File: src/design/mra_pkg.sv
// shared widths, reset values and defaults for the meeting room allocator
package mra_pkg;

  localparam int unsigned RoomW  = 7;
  localparam int unsigned IdW    = 8;
  localparam int unsigned TimeW  = 16;
  localparam int unsigned LimitW = 7;

  // wide enough to compare the room limit with any room count up to 1024
  localparam int unsigned CmpW = 11;
  // working width of the meeting id reduction (ids times the largest table)
  localparam int unsigned ModW = 20;

  localparam logic [LimitW-1:0] RoomLimitReset = 7'd64;

  localparam int unsigned MeetingsDefault = 256;
  localparam int unsigned RoomsDefault    = 64;

endpackage

File: src/design/mra_room_table.sv
// room table: synchronous memory with one read and one write port, holding the room of each meeting
module mra_room_table #(
  parameter int unsigned DEPTH = 256,
  parameter int unsigned DW    = 7
) (
  input  logic                     clk_i,
  input  logic                     rd_en_i,
  input  logic [$clog2(DEPTH)-1:0] rd_addr_i,
  output logic [DW-1:0]            rd_data_o,
  input  logic                     wr_en_i,
  input  logic [$clog2(DEPTH)-1:0] wr_addr_i,
  input  logic [DW-1:0]            wr_data_i
);

  logic [DW-1:0] mem [DEPTH];

  always_ff @(posedge clk_i) begin
    if (wr_en_i) begin
      mem[wr_addr_i] <= wr_data_i;
    end
  end

  always_ff @(posedge clk_i) begin
    if (rd_en_i) begin
      rd_data_o <= mem[rd_addr_i];
    end
  end

endmodule

File: src/design/mra_free_list.sv
// free room fifo: memory with head and tail pointers and a fill count
module mra_free_list #(
  parameter int unsigned ROOMS = 64
) (
  input  logic                       clk_i,
  input  logic                       rst_ni,
  input  logic                       rd_en_i,
  output logic [$clog2(ROOMS+1)-1:0] rd_data_o,
  input  logic                       pop_i,
  input  logic                       push_i,
  input  logic [$clog2(ROOMS+1)-1:0] push_data_i,
  output logic [$clog2(ROOMS+1)-1:0] count_o
);

  localparam int unsigned DW = $clog2(ROOMS + 1);
  localparam int unsigned PW = (ROOMS > 1) ? $clog2(ROOMS) : 1;
  localparam logic [PW-1:0] LastPtr = PW'(ROOMS - 1);
  localparam logic [DW-1:0] Full    = DW'(ROOMS);

  logic [DW-1:0] mem [ROOMS];
  logic [PW-1:0] head_q, head_d;
  logic [PW-1:0] tail_q, tail_d;
  logic [DW-1:0] count_q, count_d;
  logic          push_ok;

  // a room freed into a full list is dropped
  assign push_ok = push_i && (count_q != Full);

  always_comb begin
    head_d  = head_q;
    tail_d  = tail_q;
    count_d = count_q;
    if (pop_i) begin
      head_d = (head_q == LastPtr) ? '0 : head_q + 1'b1;
    end
    if (push_ok) begin
      tail_d = (tail_q == LastPtr) ? '0 : tail_q + 1'b1;
    end
    if (pop_i && !push_ok) begin
      count_d = count_q - 1'b1;
    end else if (push_ok && !pop_i) begin
      count_d = count_q + 1'b1;
    end
  end

  always_ff @(posedge clk_i or negedge rst_ni) begin
    if (!rst_ni) begin
      head_q  <= '0;
      tail_q  <= '0;
      count_q <= '0;
    end else begin
      head_q  <= head_d;
      tail_q  <= tail_d;
      count_q <= count_d;
    end
  end

  always_ff @(posedge clk_i) begin
    if (push_ok) begin
      mem[tail_q] <= push_data_i;
    end
  end

  always_ff @(posedge clk_i) begin
    if (rd_en_i) begin
      rd_data_o <= mem[head_q];
    end
  end

  assign count_o = count_q;

endmodule

File: src/design/meeting_room_allocator.sv
// meeting room allocator: event control, room counters and result register
//
//   channel  direction  handshake               payload
//   in       input      in_valid_i/in_ready_o    is_start_i meeting_id_i event_time_i
//   out      output     out_valid_o/out_ready_i  room_o opened_new_o status_o
//                                                rooms_peak_o peak_time_o
//   cfg      input      cfg_we_i                 cfg_wdata_i (room limit)
//
// the transfer edge of an event reads the room table and the head of the
// free fifo; the write-back edge updates both memories and loads the
// result register, so one event occupies the memory ports at a time.
// a finished result waits in the output register while the next event is
// taken; the write-back stage holds while that register is full and stalled.
// reset clears all counters and pointers; the memories need no clearing.
module meeting_room_allocator #(
  parameter int unsigned MEETINGS = mra_pkg::MeetingsDefault,
  parameter int unsigned ROOMS    = mra_pkg::RoomsDefault
) (
  input  logic                          clk_i,
  input  logic                          rst_ni,
  input  logic                          cfg_we_i,
  input  logic [mra_pkg::LimitW-1:0]    cfg_wdata_i,
  input  logic                          in_valid_i,
  output logic                          in_ready_o,
  input  logic                          is_start_i,
  input  logic [mra_pkg::IdW-1:0]       meeting_id_i,
  input  logic [mra_pkg::TimeW-1:0]     event_time_i,
  output logic                          out_valid_o,
  input  logic                          out_ready_i,
  output logic [mra_pkg::RoomW-1:0]     room_o,
  output logic                          opened_new_o,
  output logic                          status_o,
  output logic [mra_pkg::RoomW-1:0]     rooms_peak_o,
  output logic [mra_pkg::TimeW-1:0]     peak_time_o
);

  import mra_pkg::*;

  localparam int unsigned RW = $clog2(ROOMS + 1);
  localparam int unsigned IW = $clog2(MEETINGS);

  logic [LimitW-1:0] room_limit_q;
  logic              busy_q;
  logic              ev_start_q;
  logic [IW-1:0]     ev_idx_q;
  logic [TimeW-1:0]  ev_time_q;
  logic [RW-1:0]     opened_q, opened_d;
  logic [TimeW-1:0]  peak_q, peak_d;

  logic              out_valid_q;
  logic [RoomW-1:0]  room_q;
  logic              opened_new_q;
  logic              status_q;
  logic [RoomW-1:0]  rooms_peak_q;
  logic [TimeW-1:0]  peak_time_q;

  logic              in_fire;
  logic              wb_fire;
  logic [ModW-1:0]   id_rem;
  logic [IW-1:0]     id_idx;
  logic [CmpW-1:0]   limit;

  logic [RW-1:0]     tbl_rd_data;
  logic              tbl_wr_en;
  logic [RW-1:0]     tbl_wr_data;
  logic [RW-1:0]     fl_rd_data;
  logic [RW-1:0]     fl_count;
  logic              fl_pop;
  logic              fl_push;

  logic [RW-1:0]     room_res;
  logic              opened_res;
  logic              status_res;

  assign in_ready_o = !busy_q;
  assign in_fire    = in_valid_i && in_ready_o;
  assign wb_fire    = busy_q && (!out_valid_q || out_ready_i);

  // meeting id modulo the table depth, by conditional subtraction
  always_comb begin
    id_rem = ModW'(meeting_id_i);
    for (int k = IdW - 1; k >= 0; k--) begin
      if (id_rem >= (ModW'(MEETINGS) << k)) begin
        id_rem = id_rem - (ModW'(MEETINGS) << k);
      end
    end
    id_idx = id_rem[IW-1:0];
  end

  assign limit = (CmpW'(room_limit_q) < CmpW'(ROOMS)) ? CmpW'(room_limit_q) : CmpW'(ROOMS);

  // resolve the event from the memory read data
  always_comb begin
    room_res    = '0;
    opened_res  = 1'b0;
    status_res  = 1'b0;
    opened_d    = opened_q;
    peak_d      = peak_q;
    fl_pop      = 1'b0;
    fl_push     = 1'b0;
    tbl_wr_en   = 1'b0;
    tbl_wr_data = '0;
    if (ev_start_q) begin
      if (fl_count != '0) begin
        room_res = fl_rd_data;
        fl_pop   = wb_fire;
      end else if (CmpW'(opened_q) < limit) begin
        opened_d   = opened_q + 1'b1;
        room_res   = opened_d;
        peak_d     = ev_time_q;
        opened_res = 1'b1;
      end else begin
        status_res = 1'b1;
      end
      tbl_wr_en   = wb_fire;
      tbl_wr_data = room_res;
    end else begin
      room_res = tbl_rd_data;
      if (tbl_rd_data != '0) begin
        fl_push   = wb_fire;
        tbl_wr_en = wb_fire;
      end
    end
  end

  mra_room_table #(
    .DEPTH (MEETINGS),
    .DW    (RW)
  ) u_room_table (
    .clk_i     (clk_i),
    .rd_en_i   (in_fire),
    .rd_addr_i (id_idx),
    .rd_data_o (tbl_rd_data),
    .wr_en_i   (tbl_wr_en),
    .wr_addr_i (ev_idx_q),
    .wr_data_i (tbl_wr_data)
  );

  mra_free_list #(
    .ROOMS (ROOMS)
  ) u_free_list (
    .clk_i       (clk_i),
    .rst_ni      (rst_ni),
    .rd_en_i     (in_fire),
    .rd_data_o   (fl_rd_data),
    .pop_i       (fl_pop),
    .push_i      (fl_push),
    .push_data_i (tbl_rd_data),
    .count_o     (fl_count)
  );

  always_ff @(posedge clk_i or negedge rst_ni) begin
    if (!rst_ni) begin
      room_limit_q <= RoomLimitReset;
      busy_q       <= 1'b0;
      opened_q     <= '0;
      peak_q       <= '0;
      out_valid_q  <= 1'b0;
    end else begin
      if (cfg_we_i) begin
        room_limit_q <= cfg_wdata_i;
      end
      if (in_fire) begin
        busy_q <= 1'b1;
      end else if (wb_fire) begin
        busy_q <= 1'b0;
      end
      if (wb_fire) begin
        opened_q    <= opened_d;
        peak_q      <= peak_d;
        out_valid_q <= 1'b1;
      end else if (out_ready_i) begin
        out_valid_q <= 1'b0;
      end
    end
  end

  // event fields held for the write-back cycle
  always_ff @(posedge clk_i) begin
    if (in_fire) begin
      ev_start_q <= is_start_i;
      ev_idx_q   <= id_idx;
      ev_time_q  <= event_time_i;
    end
  end

  always_ff @(posedge clk_i) begin
    if (wb_fire) begin
      room_q       <= RoomW'(room_res);
      opened_new_q <= opened_res;
      status_q     <= status_res;
      rooms_peak_q <= RoomW'(opened_d);
      peak_time_q  <= peak_d;
    end
  end

  assign out_valid_o  = out_valid_q;
  assign room_o       = room_q;
  assign opened_new_o = opened_new_q;
  assign status_o     = status_q;
  assign rooms_peak_o = rooms_peak_q;
  assign peak_time_o  = peak_time_q;

  a_one_event_in_flight: assert property (@(posedge clk_i) disable iff (!rst_ni)
    in_fire |=> !in_ready_o)
    else $error("event taken while another was in write-back");

  a_result_after_work: assert property (@(posedge clk_i) disable iff (!rst_ni)
    $rose(out_valid_o) |-> $past(busy_q))
    else $error("result appeared with no event in write-back");

  a_opened_bounded: assert property (@(posedge clk_i) disable iff (!rst_ni)
    CmpW'(opened_q) <= CmpW'(ROOMS))
    else $error("opened room count beyond room capacity");

  a_flag_exclusive: assert property (@(posedge clk_i) disable iff (!rst_ni)
    out_valid_o |-> !(status_o && opened_new_o))
    else $error("start both refused and given a new room");

endmodule

File: config.mk
export PLATFORM = sky130hd
export DESIGN_NAME = meeting_room_allocator
export DESIGN_NICKNAME = d
export VERILOG_FILES = /design/src/design/mra_pkg.sv /design/src/design/mra_room_table.sv /design/src/design/mra_free_list.sv /design/src/design/meeting_room_allocator.sv
export SDC_FILE = /design/constraint.sdc
export NUM_CORES = 2
export LEC_CHECK = 0
export BUFFER_PORTS_ARGS = -buffer_cell sky130_fd_sc_hd__buf_2
export CAP_MARGIN = 10
export CORE_MARGIN = 4
export CORE_UTILIZATION = 30
export DETAILED_ROUTE_END_ITERATION = 16
export GPL_ROUTABILITY_DRIVEN = 0
export SETUP_SLACK_MARGIN = 0.2
export SYNTH_ARGS = -nofsm -noshare
export SYNTH_HDL_FRONTEND = slang
export SYNTH_SLANG_ARGS = --single-unit
File: constraint.sdc
create_clock -name clk_i -period 18.9 [get_ports clk_i]
set_clock_uncertainty 0.15 [all_clocks]
set_input_delay 3.78 -clock clk_i [delete_from_list [all_inputs] [get_ports clk_i]]
set_output_delay 3.78 -clock clk_i [all_outputs]
set_load 0.1 [all_outputs]
### After elaboration in Yosys (flattened, before gate mapping)

Memory sizes are Yosys's and may differ from the RTL's. A register that Yosys moved wholly into a read port is not among the register bits.
Cells that the tools add are included.

* bits in registers: 108
* latch bits: 0
* memory bits (writable): 2240
* bits in read-only memories: 0
* input port bits: 37
* word-level logic and storage cells: 75
* memories kept: 2

Memories
* u_room_table.mem: words 256, bits a word 7, rd ports 1, clocked after memory_dff 1, wr ports 1, RTL line mra_room_table.sv:15 `logic [DW-1:0] mem [DEPTH];`
* u_free_list.mem: words 64, bits a word 7, rd ports 1, clocked after memory_dff 1, wr ports 1, RTL line mra_free_list.sv:20 `logic [DW-1:0] mem [ROOMS];`

* add/subtract/negate cells: 5
* multiply operators: 0
* divide/modulo/power cells: 0
* $lt $le $gt $ge: 2
* eq/ne operators: 3
* shift operators: 0
* muxes and demuxes: 30
* bitwise operators: 1
* reduce and logical (&&, ||, !) cells: 16

Operator list (count)
* $mux 7: 10
* $mux 16: 3
* $mux 1: 15
* $add 7x1->7 const B: 2
* $reduce_bool 7->1: 2
* $add 6x1->6 const B: 2
* $eq 6x6->1 const B: 2
* $mux 6: 2
* $lt 7x7->1: 1
* $lt 7x7->1 const B: 1
* $ne 7x7->1 const B: 1
* $sub 7x1->7 const B: 1
* $reduce_bool 2->1: 3
* $logic_and 1x1->1: 5
* $logic_not 1->1: 4
* $reduce_or 2->1: 1
* $logic_or 1x1->1: 1
* $not 1->1: 1

### Depth between registers and ports, before layout

* depth after elaboration: 9
* mapped depth: 13

### Hierarchy

A second synthesis with hierarchy kept.

* cells, all modules: 4592
* area, all modules: 92732.7 um^2

Modules (own cells, without submodules)
* mra_room_table: instances 1, cells each 3381, area an instance 70267.4 um^2, seq. area each 54021.8 um^2
* mra_free_list: instances 1, cells each 958, area an instance 18690.4 um^2, seq. area each 14138.6 um^2
* meeting_room_allocator: instances 1, cells each 253, area an instance 3774.9 um^2, seq. area each 2513.7 um^2

### Worst setup path after synthesis

Ideal clock, no wire load.

* kind: reg-to-reg
* start point: register room_limit_q[6]
* end point: memory u_room_table.mem[0][0] (data pin)
* library setup time: 1.454 ns
* data arrival time: 8.122 ns
* setup slack: 9.174 ns
* cell stages (with the launch flop): 12
* path buffers: 0
* clock period less this slack: 9.726 ns
* cell sequence: dfstp_2 -> inv_1 -> nand2_1 -> ha_1 -> a21o_1 -> a21o_1 -> a21oi_1 -> o21ai_1 -> inv_1 -> ha_1 -> mux2i_1 -> nor2b_1

* word-level cells in the longest chain between the ends: 6

RTL lines
* start, declared: RTL line meeting_room_allocator.sv:42 `logic [LimitW-1:0] room_limit_q;`
* start signal, assigned: RTL line meeting_room_allocator.sv:154 `room_limit_q <= RoomLimitReset;`
* start signal, assigned: RTL line meeting_room_allocator.sv:161 `room_limit_q <= cfg_wdata_i;`
* $lt 7x7->1: RTL line meeting_room_allocator.sv:90 `assign limit = (CmpW'(room_limit_q) < CmpW'(ROOMS)) ? CmpW'(room_limit_q) : CmpW'(ROOMS);`
* $mux 7 *: RTL line meeting_room_allocator.sv:90
* $lt 7x7->1 *: RTL line meeting_room_allocator.sv:107 `end else if (CmpW'(opened_q) < limit) begin`
* $mux 7 *: RTL line meeting_room_allocator.sv:107
* $mux 7 *: RTL line meeting_room_allocator.sv:104 `if (fl_count != '0) begin`
* $mux 7 *: RTL line meeting_room_allocator.sv:103 `if (ev_start_q) begin`
* net tbl_wr_data[0]: RTL line meeting_room_allocator.sv:65 `logic [RW-1:0] tbl_wr_data;`
* end, declared: RTL line mra_room_table.sv:15

Mark *: on every way through the listed nets, which the timed path passes. The rest lies on a longest branch.

==> flow_metrics.py <==
metrics = {
    "run_status": {
        "status": "finished clean",
    },
    "cts": {
        "clk_path_buf_depth": 4,
        "cts_tree": "done",
        "post-cts-setup-buffers": 0,
        "ctsResizeCount": 0,
        "holdBufCountCts": 0,
        "worstSkewPairLatency_ps": 910,
        "clkSinkCount": 2362,
        "cts-buffers-inserted": 233,
        "clockRootBuffer": "clkbuf_16",
        "htree_levels": 4,
        "clk_pin_slew_ps": 60,
    },
    "yosys": {
        "yosys_register_bits": 2362,
        "synthFlopType": "edfxtp_1",
        "synthesis.nets": 4370,
        "synthDistinctLibCells": 55,
        "synth_edf_count": 2311,
        "yosys_warnings": 0,
        "netlist_area_sq_mm": 0.09189,
        "syn_area_per_cell_sq_um": 21.29,
        "synthArstFlopShare": 0.02159,
        "yosys.area.top_type_share": 0.7552,
        "synth_top_cell_by_area": "edfxtp_1",
        "synth.area.top_cells": "edfxtp_1, mux4_2, mux2i_1",
        "syn_inst": 4317,
        "yosysSeqAreaShare": 0.7691,
    },
    "die": {
        "die_area_sq_mm": 0.3152,
        "dieHeight_microns": 561.5,
        "coreArea_sq_mm": 0.3038,
        "ios": 71,
        "initial_core_util": 0.3025,
        "die_w_microns": 561.5,
        "rows": 202,
    },
    "global_route": {
        "track_usage": 0.1365,
        "grt_pass1_wl_microns": 320500,
        "grt_overflow": 0,
        "grt_max_degree": 177,
        "antenna_found_initial": 4,
        "grt_pass1_vias": 44269,
    },
    "timing": {
        "relSlewSlack": 0.1412,
        "rsz0062_at_grt": "false",
        "post-route-period-util": 0.4337,
        "final_max_slew_viol_count": 0,
        "fin_tns_setup_ps": 0,
        "tightest_slew_ps": 1283,
        "worst_hold_slack_ps": 321.7,
        "clock.fmax_ghz": 0.1220,
        "period_needed_ps": 8197,
        "finalHoldViolCount": 0,
        "setup_viol": 0,
    },
    "worst_setup_path": {
        "critical_path_required_ps": 19370,
        "cp_max_fo": 90,
        "endpoint_kind": "flop",
        "crit_start": "meeting_id_i[0]",
        "path_class": "input port to flop",
        "start_kind": "input port",
        "critical-path-top-delay-family": "buffers and inverters",
        "cp.depth": 9,
        "crit_buf_inv": 4,
        "critical-path-max-stage-delay_ps": 790,
        "crit_chain": "buf_8, buf_4, buf_12, buf_4, mux4_2, mux4_2, a31oi_1, a21oi_1, and3_1",
        "r2r_slack_ps": 13780,
        "r2r_cells": 11,
        "rr_startpoint": "room_limit_q[6]",
        "slowest_stage": "buf_4",
        "critPathArrivalTime_ps": 8670,
    },
    "finish": {
        "drive_gt1_frac": 0.2398,
        "fillers": 28154,
        "final_cell_mix": "edfxtp_1, mux4_2, nor2_1, clkbuf_16, nand2_1",
        "area_delta_synth_final_pct": 13.42,
        "final_common_cell": "edfxtp_1",
        "fin_nets": 4519,
    },
    "power": {
        "seq_power_share": 0.501,
        "peakVddDrop_uv": 167.2,
        "p_comb_frac": 0.147,
        "clkPwrFrac": 0.352,
        "p_per_area_mw_per_mm2": 121.0,
        "switching_share": 0.2626,
        "intPower_uw": 9301,
        "p_leak_uw": 0.03218,
        "switching_power_uw": 3312,
    },
    "hold_path": {
        "min_path_cells": 2,
        "hp-class": "flop to flop",
        "min-delay-start": "peak_q[8]",
    },
    "drt": {
        "dr.pass1.iters": 5,
        "viasPerCell": 5.009,
        "drc": 0,
        "ant_nets": 0,
        "routed_wl_microns": 220400,
        "wl_per_cell_microns": 25.26,
        "drtIter0Drc": 5174,
        "num_vias": 43697,
    },
    "place": {
        "port_buffers": 70,
        "hpwl_microns": 130000,
    },
    "run": {
        "cap_violations": 0,
    },
}
sequential cells by signal, indices dropped and copies added, names as in the netlist:
name,flops
busy_q,1
ev_idx_q,8
ev_start_q,1
ev_time_q,16
opened_new_o,1
opened_q,7
out_valid_o,1
peak_q,16
peak_time_o,16
room_limit_q,7
room_o,7
rooms_peak_o,7
status_o,1
u_free_list.count_o,7
u_free_list.head_q,6
u_free_list.mem,448
u_free_list.rd_data_o,7
u_free_list.tail_q,6
u_room_table.mem,1792
u_room_table.rd_data_o,7
synth_stat cells (4+ instances only):
| master | number |
|---|---|
| a211o_1 | 6 |
| a211oi_1 | 12 |
| a21o_1 | 6 |
| a21oi_1 | 56 |
| a221oi_1 | 6 |
| a22oi_1 | 25 |
| a31oi_1 | 5 |
| and2_1 | 5 |
| and3_1 | 8 |
| buf_1 | 22 |
| buf_2 | 41 |
| buf_4 | 40 |
| buf_6 | 6 |
| clkbuf_1 | 129 |
| dfrtp_1 | 50 |
| edfxtp_1 | 2311 |
| ha_1 | 15 |
| inv_1 | 12 |
| mux2_2 | 32 |
| mux2i_1 | 154 |
| mux4_2 | 594 |
| nand2_1 | 161 |
| nand2b_1 | 4 |
| nand3_1 | 28 |
| nand3b_1 | 5 |
| nand4_1 | 6 |
| nor2_1 | 357 |
| nor2b_1 | 11 |
| nor3_1 | 24 |
| o21ai_0 | 20 |
| o221ai_1 | 41 |
| o22ai_1 | 51 |
| o31ai_1 | 7 |
| o32ai_1 | 11 |
| xnor2_1 | 17 |
| xor2_1 | 9 |
power by group through the flow:
stage	sequential, uW	clock, uW	combinational, uW
floorplan	6690	0	1020
global placement	6430	0	1850
detailed placement	6430	0	1890
CTS	6320	4520	1890
global route	6330	4750	1980
finish	6320	4440	1850
worst min-delay path: cells and delay by family, from the launching register on:
family,cells,cell delay [ps]
simple gates,2,100
flops,1,340
logic make-up (layout without fill, tap and decap cells):
family | Yosys count | after routing | synth area share
simple gates | 621 | 621 | 0.02764
buf+inv | 254 | 578 | 0.01306
xor+xnor | 26 | 26 | 0.002478
compound gates | 258 | 258 | 0.01920
fa+ha+maj | 16 | 16 | 0.002260
other cells | 0 | 2 | 0
mux | 780 | 780 | 0.1663
flops | 2362 | 2362 | 0.7691
routing by layer:
| metal | track usage | wire [microns] | up-vias |
|---|---|---|---|
| li1 | - | - | 18236 |
| met1 | 0.1914 | 92420 | 23517 |
| met2 | 0.2195 | 106400 | 1636 |
| met3 | 0.02588 | 16360 | 308 |
| met4 | 0.03413 | 5166 | 0 |
| met5 | 0 | 0 | - |
layout make-up:
cell class / count / area (sq um) / share of cell area
Antenna cell: 2 / 5.005 / 0.00004802
Clock buffer: 288 / 6118 / 0.05870
Clock inverter: 122 / 1072 / 0.01029
Inverter: 16 / 65.06 / 0.0006242
Multi-Input combinational cell: 1701 / 20090 / 0.1927
Sequential cell: 2362 / 70680 / 0.6782
Tap cell: 4080 / 5105 / 0.04898
Timing Repair Buffer: 152 / 1091 / 0.01047
stage by stage:
step	setup slack, ps	cells	util	instance area [sq um]	total power, uW
6_report	10700	8723	0.3431	104200	12610
5_1_grt	10270	8722	0.3431	104200	13050
4_1_cts	10680	8720	0.3430	104200	12730
3_5_place_dp	9734	8310	0.3193	97020	8320
3_3_place_gp	9583	8308	0.3193	96990	8275
2_1_floorplan	9174	4317	-	91890	7709
final timing paths:
path / end
max in group asynchronous: u_free_list.head_q[1]
hold / removal: peak_q[8]
setup / recovery: u_room_table.rd_data_o[2]
setup reg to reg: u_room_table.mem[190][2]
hold reg to reg: peak_q[8]
min in group asynchronous: room_limit_q[0]
Note: power is estimated with default switching activity, not from simulation.
